===== src/adpcm_pkg.sv =====
// ----------------------------------------------------------------------------
// adpcm_pkg
// Shared types and constants for the DSP ADPCM frame decoder.
// ----------------------------------------------------------------------------
package adpcm_pkg;

    localparam int COEF_SETS     = 8;
    localparam int SEL_W         = 3;
    localparam int CFG_INDEX_W   = 8;
    localparam int CFG_DATA_W    = 32;
    localparam int NIBBLES_W     = 56;
    localparam int COUNT_W       = 4;
    localparam int SHIFT_W       = 4;
    localparam int SAMPLE_W      = 16;
    localparam int PROD_W        = 32;
    localparam int FRAC_BITS     = 11;
    localparam int ACC_W         = 34;
    localparam int S_TDATA_W     = 72;

    localparam logic [COUNT_W-1:0] FRAME_SAMPLES = 4'd14;
    localparam logic [COUNT_W-1:0] COUNT_NONE    = 4'd0;

    localparam logic signed [ACC_W-1:0] ROUND_BIAS = 34'sd1024;
    localparam logic signed [ACC_W-1:0] ACC_MAX    = 34'sd32767;
    localparam logic signed [ACC_W-1:0] ACC_MIN    = -34'sd32768;

    localparam logic signed [SAMPLE_W-1:0] SAMPLE_MAX  = 16'sh7FFF;
    localparam logic signed [SAMPLE_W-1:0] SAMPLE_MIN  = 16'sh8000;
    localparam logic signed [SAMPLE_W-1:0] SAMPLE_ZERO = 16'sh0000;

    // One frame as handed from the front to the sample engine.
    typedef struct packed {
        logic                        restart;
        logic [COUNT_W-1:0]          count;
        logic [SHIFT_W-1:0]          shift;
        logic signed [SAMPLE_W-1:0]  c1;
        logic signed [SAMPLE_W-1:0]  c2;
        logic [NIBBLES_W-1:0]        nibbles;
    } frame_cmd_t;

endpackage


===== src/adpcm_front.sv =====
// ----------------------------------------------------------------------------
// adpcm_front
// Accepts frame words, holds the predictor coefficient registers and turns
// each frame into a command for the sample engine.
// ----------------------------------------------------------------------------
module adpcm_front (
    input  logic                               aclk,
    input  logic                               aresetn,
    // configuration write channel
    input  logic                               cfg_valid,
    output logic                               cfg_ready,
    input  logic [adpcm_pkg::CFG_INDEX_W-1:0]  cfg_index,
    input  logic [adpcm_pkg::CFG_DATA_W-1:0]   cfg_data,
    // frame input
    input  logic                               s_tvalid,
    output logic                               s_tready,
    // s_tdata: frame_header[7:0], frame_nibbles[63:8], emit_count[67:64], zero pad
    input  logic [adpcm_pkg::S_TDATA_W-1:0]    s_tdata,
    // s_tuser: restart
    input  logic                               s_tuser,
    // command queue side
    output logic                               cmd_valid,
    input  logic                               cmd_ready,
    output adpcm_pkg::frame_cmd_t              cmd
);
    import adpcm_pkg::*;

    logic [CFG_DATA_W-1:0] coef_reg [COEF_SETS];

    logic [7:0]            header;
    logic [NIBBLES_W-1:0]  nibbles;
    logic [COUNT_W-1:0]    count_in;
    logic [SEL_W-1:0]      sel;
    logic [CFG_DATA_W-1:0] pair;
    logic                  cfg_hit;

    assign cfg_ready = 1'b1;
    assign cfg_hit   = (cfg_index[CFG_INDEX_W-1:SEL_W] == '0);

    always_ff @(posedge aclk) begin
        if (!aresetn) begin
            for (int i = 0; i < COEF_SETS; i++) begin
                coef_reg[i] <= '0;
            end
        end else if (cfg_valid && cfg_ready && cfg_hit) begin
            coef_reg[cfg_index[SEL_W-1:0]] <= cfg_data;
        end
    end

    assign header   = s_tdata[7:0];
    assign nibbles  = s_tdata[63:8];
    assign count_in = s_tdata[67:64];
    // Header bit 7 is ignored; only bits 6:4 pick the predictor set.
    assign sel      = header[6:4];
    assign pair     = coef_reg[sel];

    always_comb begin
        cmd.restart = s_tuser;
        cmd.count   = (count_in > FRAME_SAMPLES) ? FRAME_SAMPLES : count_in;
        cmd.shift   = header[SHIFT_W-1:0];
        cmd.c1      = $signed(pair[31:16]);
        cmd.c2      = $signed(pair[15:0]);
        cmd.nibbles = nibbles;
    end

    assign cmd_valid = s_tvalid;
    assign s_tready  = cmd_ready;

`ifndef SYNTHESIS
    a_count_clamped: assert property (@(posedge aclk) disable iff (!aresetn)
        cmd_valid |-> (cmd.count <= FRAME_SAMPLES))
        else $error("frame command carries more samples than a frame holds");
`endif

endmodule


===== src/adpcm_queue.sv =====
// ----------------------------------------------------------------------------
// adpcm_queue
// Short command queue between the frame front and the sample engine.
// ----------------------------------------------------------------------------
module adpcm_queue #(
    parameter int DEPTH = 2
) (
    input  logic                  aclk,
    input  logic                  aresetn,
    input  logic                  push_valid,
    output logic                  push_ready,
    input  adpcm_pkg::frame_cmd_t push_cmd,
    output logic                  pop_valid,
    input  logic                  pop_ready,
    output adpcm_pkg::frame_cmd_t pop_cmd
);
    import adpcm_pkg::*;

    localparam int PTR_W = (DEPTH > 1) ? $clog2(DEPTH) : 1;
    localparam int CNT_W = $clog2(DEPTH + 1);
    localparam logic [PTR_W-1:0] PTR_LAST = PTR_W'(DEPTH - 1);
    localparam logic [CNT_W-1:0] CNT_FULL = CNT_W'(DEPTH);

    frame_cmd_t        store_reg [DEPTH];
    logic [PTR_W-1:0]  wr_ptr_reg, wr_ptr_next;
    logic [PTR_W-1:0]  rd_ptr_reg, rd_ptr_next;
    logic [CNT_W-1:0]  cnt_reg,    cnt_next;
    logic              do_push, do_pop;

    assign push_ready = (cnt_reg != CNT_FULL);
    assign pop_valid  = (cnt_reg != '0);
    assign pop_cmd    = store_reg[rd_ptr_reg];
    assign do_push    = push_valid && push_ready;
    assign do_pop     = pop_valid && pop_ready;

    always_comb begin
        wr_ptr_next = wr_ptr_reg;
        rd_ptr_next = rd_ptr_reg;
        cnt_next    = cnt_reg;
        if (do_push) begin
            wr_ptr_next = (wr_ptr_reg == PTR_LAST) ? '0 : wr_ptr_reg + 1'b1;
        end
        if (do_pop) begin
            rd_ptr_next = (rd_ptr_reg == PTR_LAST) ? '0 : rd_ptr_reg + 1'b1;
        end
        if (do_push && !do_pop) begin
            cnt_next = cnt_reg + 1'b1;
        end else if (do_pop && !do_push) begin
            cnt_next = cnt_reg - 1'b1;
        end
    end

    always_ff @(posedge aclk) begin
        if (!aresetn) begin
            wr_ptr_reg <= '0;
            rd_ptr_reg <= '0;
            cnt_reg    <= '0;
        end else begin
            wr_ptr_reg <= wr_ptr_next;
            rd_ptr_reg <= rd_ptr_next;
            cnt_reg    <= cnt_next;
        end
    end

    always_ff @(posedge aclk) begin
        if (do_push) begin
            store_reg[wr_ptr_reg] <= push_cmd;
        end
    end

`ifndef SYNTHESIS
    a_no_overfill: assert property (@(posedge aclk) disable iff (!aresetn)
        cnt_reg <= CNT_FULL)
        else $error("command queue holds more entries than its depth");
`endif

endmodule


===== src/adpcm_back.sv =====
// ----------------------------------------------------------------------------
// adpcm_back
// Sample engine: runs the two-tap predictor over one frame command at a time
// and drives the registered sample output.
// ----------------------------------------------------------------------------
module adpcm_back (
    input  logic                                  aclk,
    input  logic                                  aresetn,
    input  logic                                  pop_valid,
    output logic                                  pop_ready,
    input  adpcm_pkg::frame_cmd_t                 pop_cmd,
    output logic                                  m_tvalid,
    input  logic                                  m_tready,
    // m_tdata: pcm_sample[15:0]
    output logic signed [adpcm_pkg::SAMPLE_W-1:0] m_tdata,
    output logic                                  m_tlast
);
    import adpcm_pkg::*;

    typedef enum logic [1:0] {
        ST_IDLE,
        ST_MUL,
        ST_ACC
    } state_t;

    state_t                      state_reg,  state_next;
    frame_cmd_t                  cmd_reg,    cmd_next;
    logic [NIBBLES_W-1:0]        nib_reg,    nib_next;
    logic [COUNT_W-1:0]          idx_reg,    idx_next;
    logic signed [SAMPLE_W-1:0]  h1_reg,     h1_next;
    logic signed [SAMPLE_W-1:0]  h2_reg,     h2_next;
    logic signed [PROD_W-1:0]    prod1_reg,  prod1_next;
    logic signed [PROD_W-1:0]    prod2_reg,  prod2_next;
    logic signed [ACC_W-1:0]     term_reg,   term_next;
    logic                        m_valid_reg, m_valid_next;
    logic signed [SAMPLE_W-1:0]  m_data_reg, m_data_next;
    logic                        m_last_reg, m_last_next;

    logic                        out_free;
    logic                        produce;
    logic                        last_sample;
    logic signed [ACC_W-1:0]     nib_ext;
    logic signed [ACC_W-1:0]     sum;
    logic signed [ACC_W-1:0]     shifted;
    logic signed [SAMPLE_W-1:0]  sample;

    assign out_free    = !m_valid_reg || m_tready;
    assign pop_ready   = (state_reg == ST_IDLE);
    assign last_sample = (idx_reg == COUNT_W'(cmd_reg.count - 1'b1));
    assign produce     = (state_reg == ST_ACC) && out_free;

    // The current nibble always sits at the top of the shifting nibble word.
    assign nib_ext = $signed({{(ACC_W-4){nib_reg[NIBBLES_W-1]}},
                              nib_reg[NIBBLES_W-1:NIBBLES_W-4]});

    assign sum = term_reg + ROUND_BIAS
               + $signed({{(ACC_W-PROD_W){prod1_reg[PROD_W-1]}}, prod1_reg})
               + $signed({{(ACC_W-PROD_W){prod2_reg[PROD_W-1]}}, prod2_reg});
    assign shifted = sum >>> FRAC_BITS;

    always_comb begin
        if (shifted > ACC_MAX) begin
            sample = SAMPLE_MAX;
        end else if (shifted < ACC_MIN) begin
            sample = SAMPLE_MIN;
        end else begin
            sample = shifted[SAMPLE_W-1:0];
        end
    end

    always_comb begin
        state_next   = state_reg;
        cmd_next     = cmd_reg;
        nib_next     = nib_reg;
        idx_next     = idx_reg;
        h1_next      = h1_reg;
        h2_next      = h2_reg;
        prod1_next   = prod1_reg;
        prod2_next   = prod2_reg;
        term_next    = term_reg;
        m_data_next  = m_data_reg;
        m_last_next  = m_last_reg;
        m_valid_next = produce || (m_valid_reg && !m_tready);

        case (state_reg)
            ST_IDLE: begin
                if (pop_valid) begin
                    cmd_next = pop_cmd;
                    nib_next = pop_cmd.nibbles;
                    idx_next = '0;
                    if (pop_cmd.restart) begin
                        h1_next = SAMPLE_ZERO;
                        h2_next = SAMPLE_ZERO;
                    end
                    // A frame with nothing to emit only applies its restart.
                    if (pop_cmd.count != COUNT_NONE) begin
                        state_next = ST_MUL;
                    end
                end
            end
            ST_MUL: begin
                prod1_next = cmd_reg.c1 * h1_reg;
                prod2_next = cmd_reg.c2 * h2_reg;
                term_next  = (nib_ext <<< cmd_reg.shift) <<< FRAC_BITS;
                state_next = ST_ACC;
            end
            ST_ACC: begin
                if (out_free) begin
                    m_data_next = sample;
                    m_last_next = last_sample;
                    h2_next     = h1_reg;
                    h1_next     = sample;
                    nib_next    = nib_reg << 4;
                    idx_next    = idx_reg + 1'b1;
                    state_next  = last_sample ? ST_IDLE : ST_MUL;
                end
            end
            default: begin
                state_next = ST_IDLE;
            end
        endcase
    end

    always_ff @(posedge aclk) begin
        if (!aresetn) begin
            state_reg   <= ST_IDLE;
            m_valid_reg <= 1'b0;
            h1_reg      <= SAMPLE_ZERO;
            h2_reg      <= SAMPLE_ZERO;
        end else begin
            state_reg   <= state_next;
            m_valid_reg <= m_valid_next;
            h1_reg      <= h1_next;
            h2_reg      <= h2_next;
            cmd_reg     <= cmd_next;
            nib_reg     <= nib_next;
            idx_reg     <= idx_next;
            prod1_reg   <= prod1_next;
            prod2_reg   <= prod2_next;
            term_reg    <= term_next;
            m_data_reg  <= m_data_next;
            m_last_reg  <= m_last_next;
        end
    end

    assign m_tvalid = m_valid_reg;
    assign m_tdata  = m_data_reg;
    assign m_tlast  = m_last_reg;

`ifndef SYNTHESIS
    a_idx_in_frame: assert property (@(posedge aclk) disable iff (!aresetn)
        (state_reg != ST_IDLE) |-> (idx_reg < cmd_reg.count))
        else $error("sample index ran past the frame's emit count");
    a_last_ends_frame: assert property (@(posedge aclk) disable iff (!aresetn)
        (produce && last_sample) |=> (state_reg == ST_IDLE && m_tlast))
        else $error("last sample of a frame did not return the engine to idle");
    a_no_pop_busy: assert property (@(posedge aclk) disable iff (!aresetn)
        (state_reg != ST_IDLE) |-> !pop_ready)
        else $error("engine took a new frame while one was in progress");
`endif

endmodule


===== src/dsp_adpcm_frame_decoder.sv =====
// ----------------------------------------------------------------------------
// dsp_adpcm_frame_decoder
// Decodes 4-bit DSP ADPCM frames into saturated 16-bit PCM samples.
// ----------------------------------------------------------------------------
// Usage:
// Load the eight predictor pairs over the cfg channel (index 0..7, c1 in bits
// 31:16, c2 in bits 15:0) while no frame is in flight; other indexes are
// dropped. Each s_ word is one 8-byte frame plus its emit count; s_tuser set
// clears both history samples before that frame is decoded. The m_ channel
// returns one word per sample, with m_tlast on the last sample of a frame.
// Each sample goes through a multiply stage and then an accumulate/saturate
// stage, because the next product needs the sample just produced. The first
// sample of a frame passes the queue and the command and product registers
// before the output register. Up to QUEUE_DEPTH frames wait in the
// command queue while the engine is busy. If the receiver stalls, the engine
// holds its sample in the output register, the queue fills and s_tready drops.
// Reset clears the coefficients, both history samples and the queue.
// ----------------------------------------------------------------------------
module dsp_adpcm_frame_decoder #(
    parameter int QUEUE_DEPTH = 2
) (
    input  logic                                  aclk,
    input  logic                                  aresetn,
    input  logic                                  cfg_valid,
    output logic                                  cfg_ready,
    input  logic [adpcm_pkg::CFG_INDEX_W-1:0]     cfg_index,
    input  logic [adpcm_pkg::CFG_DATA_W-1:0]      cfg_data,
    input  logic                                  s_tvalid,
    output logic                                  s_tready,
    // s_tdata: frame_header[7:0], frame_nibbles[63:8], emit_count[67:64], zero pad
    input  logic [adpcm_pkg::S_TDATA_W-1:0]       s_tdata,
    // s_tuser: restart
    input  logic                                  s_tuser,
    output logic                                  m_tvalid,
    input  logic                                  m_tready,
    // m_tdata: pcm_sample[15:0]
    output logic signed [adpcm_pkg::SAMPLE_W-1:0] m_tdata,
    // m_tlast: last_of_frame
    output logic                                  m_tlast
);
    import adpcm_pkg::*;

    frame_cmd_t push_cmd;
    frame_cmd_t pop_cmd;
    logic       push_valid, push_ready;
    logic       pop_valid,  pop_ready;

    adpcm_front u_front (
        .aclk      (aclk),
        .aresetn   (aresetn),
        .cfg_valid (cfg_valid),
        .cfg_ready (cfg_ready),
        .cfg_index (cfg_index),
        .cfg_data  (cfg_data),
        .s_tvalid  (s_tvalid),
        .s_tready  (s_tready),
        .s_tdata   (s_tdata),
        .s_tuser   (s_tuser),
        .cmd_valid (push_valid),
        .cmd_ready (push_ready),
        .cmd       (push_cmd)
    );

    adpcm_queue #(
        .DEPTH (QUEUE_DEPTH)
    ) u_queue (
        .aclk       (aclk),
        .aresetn    (aresetn),
        .push_valid (push_valid),
        .push_ready (push_ready),
        .push_cmd   (push_cmd),
        .pop_valid  (pop_valid),
        .pop_ready  (pop_ready),
        .pop_cmd    (pop_cmd)
    );

    adpcm_back u_back (
        .aclk      (aclk),
        .aresetn   (aresetn),
        .pop_valid (pop_valid),
        .pop_ready (pop_ready),
        .pop_cmd   (pop_cmd),
        .m_tvalid  (m_tvalid),
        .m_tready  (m_tready),
        .m_tdata   (m_tdata),
        .m_tlast   (m_tlast)
    );

endmodule

===== config.mk =====
export PLATFORM = sky130hd
export DESIGN_NAME = dsp_adpcm_frame_decoder
export DESIGN_NICKNAME = d
export VERILOG_FILES = /design/src/adpcm_pkg.sv /design/src/adpcm_front.sv /design/src/adpcm_queue.sv /design/src/adpcm_back.sv /design/src/dsp_adpcm_frame_decoder.sv
export SDC_FILE = /design/constraint.sdc
export NUM_CORES = 2
export LEC_CHECK = 0
export BUFFER_PORTS_ARGS = -buffer_cell sky130_fd_sc_hd__buf_2
export CORE_MARGIN = 2
export CORE_UTILIZATION = 59
export CTS_BUF_LIST = sky130_fd_sc_hd__clkbuf_8
export CTS_CLUSTER_SIZE = 14
export DETAILED_ROUTE_END_ITERATION = 6
export HOLD_SLACK_MARGIN = 0.03
export PLACE_DENSITY = 0.76
export SETUP_SLACK_MARGIN = 0.02
export SYNTH_ARGS = -nofsm -noshare
export SYNTH_HDL_FRONTEND = slang
export SYNTH_SLANG_ARGS = --single-unit

===== constraint.sdc =====
create_clock -name aclk -period 6.33 [get_ports aclk]
set_input_delay 0.3165 -clock aclk [delete_from_list [all_inputs] [get_ports aclk]]
set_output_delay 0.3165 -clock aclk [all_outputs]
set_load 0.02 [all_outputs]

---- Word-level counts from Yosys, hierarchy flattened ----
Memory sizes are Yosys's and may differ from the RTL's. A register that Yosys moved wholly into a read port is not among the register bits.
Cells that the tools add are included.
word-level totals
  word-level logic and storage cells ...... 104
  register bits after elaboration ......... 243
  output and inout bits ................... 20
  RAM bits ................................ 450
  memories kept ........................... 2
  bits of input ports ..................... 118
memories
  name               words  width  read ports  clocked after Yosys merged registers in  wr ports  RTL line           source
  u_front.coef_reg   8      32     1           0                                        8         adpcm_front.sv:28  logic [CFG_DATA_W-1:0] coef_reg [COEF_SETS];
  u_queue.store_reg  2      97     1           1                                        1         adpcm_queue.sv:24  frame_cmd_t store_reg [DEPTH];
operators by class
  mux-type cells .......................... 35
  $lt $le $gt $ge ......................... 3
  shift operators ......................... 1
  reduce and logical (&&, ||, !) cells .... 26
  $mul .................................... 2
  equal/unequal tests ..................... 8
  add/sub/neg operators ................... 9
operators with widths
  operator                number
  $mux 56                 2
  $pmux 56 s2             1
  $mux 16                 6
  $add 34x32->34          2
  $mul 16x16->32          2
  $pmux 16 s2             2
  $add 34x12->34 const B  1
  $mux 32                 1
  $reduce_or 32->1        1
  $gt 23x16->1 const B    1
  $lt 23x16->1 const B    1
  $sshl 4x4->23           1
  $mux 1                  12
  $mux 4                  3
  $mux 2                  5
  $reduce_and 3->1        3
  $ne 2x1->1 const B      4
  $pmux 4 s2              1
  $reduce_and 4->1        2
  $logic_and 1x1->1       7
  $pmux 2 s3              1
  $reduce_bool 2->1       3
  $logic_not 5->1         1
  $add 4x1->4 const B     1
  15 further kinds        20

---- Longest topological paths before layout ----
  depth in word-level cells ............... 8
  depth in mapped cells ................... 25
  mapped depth without buffers ............ 23

---- By module ----
A second synthesis with hierarchy kept.
unflattened totals
  cell total of the unflattened synthesis .. 4188
  area total of the unflattened synthesis .. 50447.1 um2
modules (own cells, without submodules)
  module       times used  area each (um2)  seq. area each (um2)  cells each
  adpcm_back   1           30050.1          6706.4                2991
  adpcm_front  1           13037.5          7687.4                871
  adpcm_queue  1           7359.6           5925.7                326

---- Worst setup path after synthesis ----
No wires, ideal clock.
  path kind ............................... flip-flop to flip-flop
  from .................................... register u_back.h1_reg[7]
  to ...................................... register u_back.prod1_reg[30] (data pin)
  setup time .............................. 0.264 ns
  stages on the path, launching flop included .. 26
  slack ................................... -0.094 ns
  clock period less this slack ............ 6.424 ns
  required time ........................... 6.066 ns
  path buffers ............................ 2
  arrival ................................. 6.160 ns
  cell sequence ........................... dfxtp_1 > clkbuf_1 > clkbuf_1 > nand2_1 > fa_1 > inv_1 > fa_1 > inv_1 > fa_1 > inv_1 > fa_1 > fa_1 > inv_1 > fa_1 > inv_1 > ha_1 > a21o_1 > a21o_1 > a2111oi_0 > o211ai_1 > nand2_1 > o21a_1 > o211ai_1 > and3_1 > a221oi_1 > xnor2_1
on the way
  word-level cells in the longest chain between the ends .. 1
ends and longest elaborated chain
  element                   RTL line           source
  start: declaration        adpcm_back.sv:30   logic signed [SAMPLE_W-1:0] h1_reg, h1_next;
  start signal: assignment  adpcm_back.sv:133  h1_reg <= h1_next;
  $mul 16x16->32            adpcm_back.sv:102  prod1_next = cmd_reg.c1 * h1_reg;
  end signal: assignment    adpcm_back.sv:138  prod1_reg <= prod1_next;
  end: declaration          adpcm_back.sv:32   logic signed [PROD_W-1:0] prod1_reg, prod1_next;
No other way between the ends.
A chain may end at the register's enable or synchronous reset.

---- Worst setup path in the final report ----
  from .................................... register u_back.cmd_reg[61] (netlist name)
  to ...................................... register u_back.prod2_reg[30] (data pin)
on the way
  word-level cells in the longest chain between the ends .. 1
ends and longest elaborated chain
  element                   RTL line           source
  start: declaration        adpcm_back.sv:27   frame_cmd_t cmd_reg, cmd_next;
  start signal: assignment  adpcm_back.sv:135  cmd_reg <= cmd_next;
  $mul 16x16->32            adpcm_back.sv:103  prod2_next = cmd_reg.c2 * h2_reg;
  end signal: assignment    adpcm_back.sv:139  prod2_reg <= prod2_next;
  end: declaration          adpcm_back.sv:33   logic signed [PROD_W-1:0] prod2_reg, prod2_next;
No other way between the ends.

==> flow_summary.yaml <==
cells_and_area:
  instances_no_fill: 5575
  layout_common_cells: "edfxtp_1, inv_1, fa_1"
  seqCellArea_um2: 20300
  drive_gt1_frac: 0.170
  multi_input_area_um2: 26100
  largest_reg_flops: 256
  fin_nets: 5280
  layout_commonest_cell: "edfxtp_1"
  n_fill_cell: 5840
  area_growth_syn_to_layout_pct: 13.8
yosys:
  synth_nets: 4883
  synth_edf_count: 650
  synth-seq-cells: 690
  synthArstFlopShare: 0
  yosys_warnings: 0
  synth_area_leaders: "edfxtp_1, fa_1, and2_1"
  ys_seq_area_frac: 0.416
  ys_types: 77
  syn_inst: 4012
  yosys.area.top_type: "edfxtp_1"
  synth_top_area_share: 0.400
  synth_flop_cell: "edfxtp_1"
  synth_area_per_cell_um2: 12.2
  synth.cell_area_um2: 48800
routing:
  met3_length_um: 7040
  route.detailed.drc: 0
  via_per_inst: 5.57
  routedWlPerCell_um: 20.2
  met2_length_um: 56000
  wl_met1_um: 45300
  top_layer: "met4"
  vias: 31000
  ant_nets: 0
  dr.pass1.iters: 5
  drt_iter0_drc: 2287
  finalWirelength_um: 112000
sta:
  drv_slew: 0
  post-route-period-util: 0.994
  slew_headroom: 0.233
  layout_min_cycle_time_ns: 6.29
  skew_ns: 0.0647
  setup_viol: 0
  max_freq_ghz: 0.159
  rsz0062_at_grt: "true"
  hold_viol: 0
  holdWs_ns: 0.105
  tightest_slew_ns: 1.15
  setup_ws_ns: 0.0360
critical_path:
  crit_slowest_cell: "fa_1"
  worstPathArrival_ns: 6.77
  crit_fanout: 4
  critPathMaxStageDelay_ns: 0.63
  end_kind: "flip-flop"
  r2r-end: "u_back.prod2_reg[30]"
  cp-endpoint: "u_back.prod2_reg[30]"
  r2r_slack_ns: 0.04
  r2r_start: "u_back.cmd_reg[61]"
  critPathKind: "flip-flop to flip-flop"
  reg2reg_depth: 23
  startpoint: "u_back.cmd_reg[61]"
  worst-path-stages: 23
  path_buf_inv: 5
  cp_cell_sequence: "buf_4 > and2_1 > fa_1 > inv_1 > fa_1 > fa_2 > fa_1 > inv_1 > fa_1 > fa_1 > ha_4 > buf_4 > buf_4 > and3_4 > nand3_2 > a2111oi_4 > a211oi_2 > o21ai_2 > a221o_1 > o311ai_2 > nand2b_1 > a21oi_2 > xnor2_1"
  cp.required_ns: 6.81
  cp-start-kind: "flip-flop"
  cp_top_family: "adder cells"
  critical_path.most_common_cell: "fa_1"
worst_hold_path:
  hp-class: "input pin to flip-flop"
cts:
  cts_root_buf: "clkbuf_8"
  clkSlewWorstSetupHoldPaths_ns: 0.07
  ctsLongestPathBuffers: 3
  clk_latency_ns: 0.81
  cts_buffers: 111
  clock_sinks: 690
  cts_tree: "built"
  cts_htree_levels: 3
job:
  cap_violations: 0
grt:
  first_global_vias: 33000
  grt_pass1_wl_um: 179000
  grt.overflow.total: 0
  grt_max_degree: 106
  antenna_found_initial: 5
  grtUsageTotal: 0.271
placement:
  place_hpwl_um: 79500
  io_buffers: 131
  dp_cells: 5244
  routabilityCongestion: 0.897
  place_ws_ns: -0.124
floorplan:
  num_rows: 105
  start_util: 0.596
  fp.coreArea_um2: 82000
  fp.dieH_um: 292
  ioPinCount: 138
  die_x_um: 292
  dieArea_um2: 85100
pwr:
  p_per_area_nw_per_um2: 354
  irDropWorstVdd_v: 0.000355
  leakagePower_uw: 0.0240
run_status:
  status: "completed"
Yosys cell counts (all sizes together) (6+ instances only):
| library cell | number |
|---|---|
| clkbuf | 151 |
| buf | 17 |
| mux2 | 78 |
| mux4 | 64 |
| nor4 | 12 |
| nor3 | 25 |
| dfxtp | 40 |
| nor2 | 104 |
| o21bai | 10 |
| and2 | 517 |
| a211oi | 14 |
| or2 | 6 |
| mux2i | 61 |
| a21oi | 86 |
| o211ai | 9 |
| inv | 604 |
| xor2 | 24 |
| nand2b | 27 |
| edfxtp | 650 |
| nand4 | 10 |
| nand2 | 344 |
| a21o | 37 |
| a22o | 10 |
| or3 | 7 |
| nor2b | 13 |
| a221oi | 8 |
| xnor2 | 71 |
| and3 | 14 |
| ha | 208 |
| a211o | 12 |
| fa | 545 |
| o21ai | 109 |
| o31ai | 9 |
| a31oi | 8 |
| nand3 | 47 |
| o21a | 13 |
report_power, final:
group | leakage [uW] | total (uW) | switching (uW) | internal (uW)
registers | 0.00642 | 6520 | 435 | 6090
logic | 0.0164 | 9450 | 5640 | 3810
clock network | 0.00122 | 3680 | 1910 | 1770
total | 0.0240 | 19700 | 7990 | 11700
kinds of logic after synthesis:
| logic type | share of synthesized area |
|---|---|
| buf+inv | 0.0597 |
| fa+ha+maj | 0.277 |
| simple gates | 0.122 |
| flops | 0.416 |
| mux | 0.0600 |
| compound gates | 0.0481 |
| other cells | 0.0000768 |
| xor+xnor | 0.0170 |
worst reg2reg max path, delay by kind of cell (launching register included):
kind | cells | cell delay, ns
AO/OA/AOI/OAI | 6 | 1.17
adder cells (fa/ha/maj) | 7 | 3.23
buffers and inverters | 5 | 0.57
XOR/XNOR | 1 | 0.08
flip-flops | 1 | 0.45
AND/OR/NAND/NOR | 4 | 0.52
metal layers:
layer,vias to the layer above,global-route usage
li1,14100,-
met1,15700,0.356
met2,1026,0.459
met3,245,0.0432
met4,0,0.0998
met5,-,0
stage by stage:
| step | cell area [um2] | total power (uW) | setup TNS (ns) | utilization |
|---|---|---|---|---|
| 2_1_floorplan | 48800 | 12600 | -0.000937 | - |
| 3_5_place_dp | 51900 | 15700 | -0.538 | 0.633 |
| 6_report | 55600 | 19700 | 0 | 0.678 |
| 3_3_place_gp | 51900 | 15500 | -0.140 | 0.633 |
| 5_1_grt | 55600 | 21000 | -0.429 | 0.678 |
| 4_1_cts | 55100 | 19500 | 0 | 0.672 |
repair_timing:
item / 4_1_cts / 5_1_grt
setup endpoints to repair: 9 / 21
gates resized for setup: 15 / 87
hold buffers: 97 / 0
pin swaps: 1 / 69
buffers inserted: 0 / 25
hold endpoints to repair: 386 / 0
how the worst min path moves through the flow:
stage / start / endpoint / slack [ns] / depth (start not counted)
floorplan: s_tdata[8] / u_queue.store_reg[0][0] / 0.42 / 0
global placement: u_queue.cnt_reg[1] / u_queue.cnt_reg[1] / 0.48 / 2
detailed placement: u_queue.rd_ptr_reg / flip-flop / 0.50 / 2
CTS: s_tvalid / u_queue.wr_ptr_reg / 0.07 / 4
global route: s_tvalid / u_queue.wr_ptr_reg / 0.1 / 4
finish: s_tvalid / u_queue.wr_ptr_reg / 0.10 / 4
cell type report:
class                   instances  share of cell area
multi-input cells            2550               0.469
flip-flops and latches        690               0.366
repair buffers                452              0.0616
inverters                     604              0.0408
clock buffers                 111              0.0275
well taps                    1070              0.0241
clock inverters                94              0.0110
diodes                          4            0.000180
No activity file was read; power rests on OpenSTA's default activity.
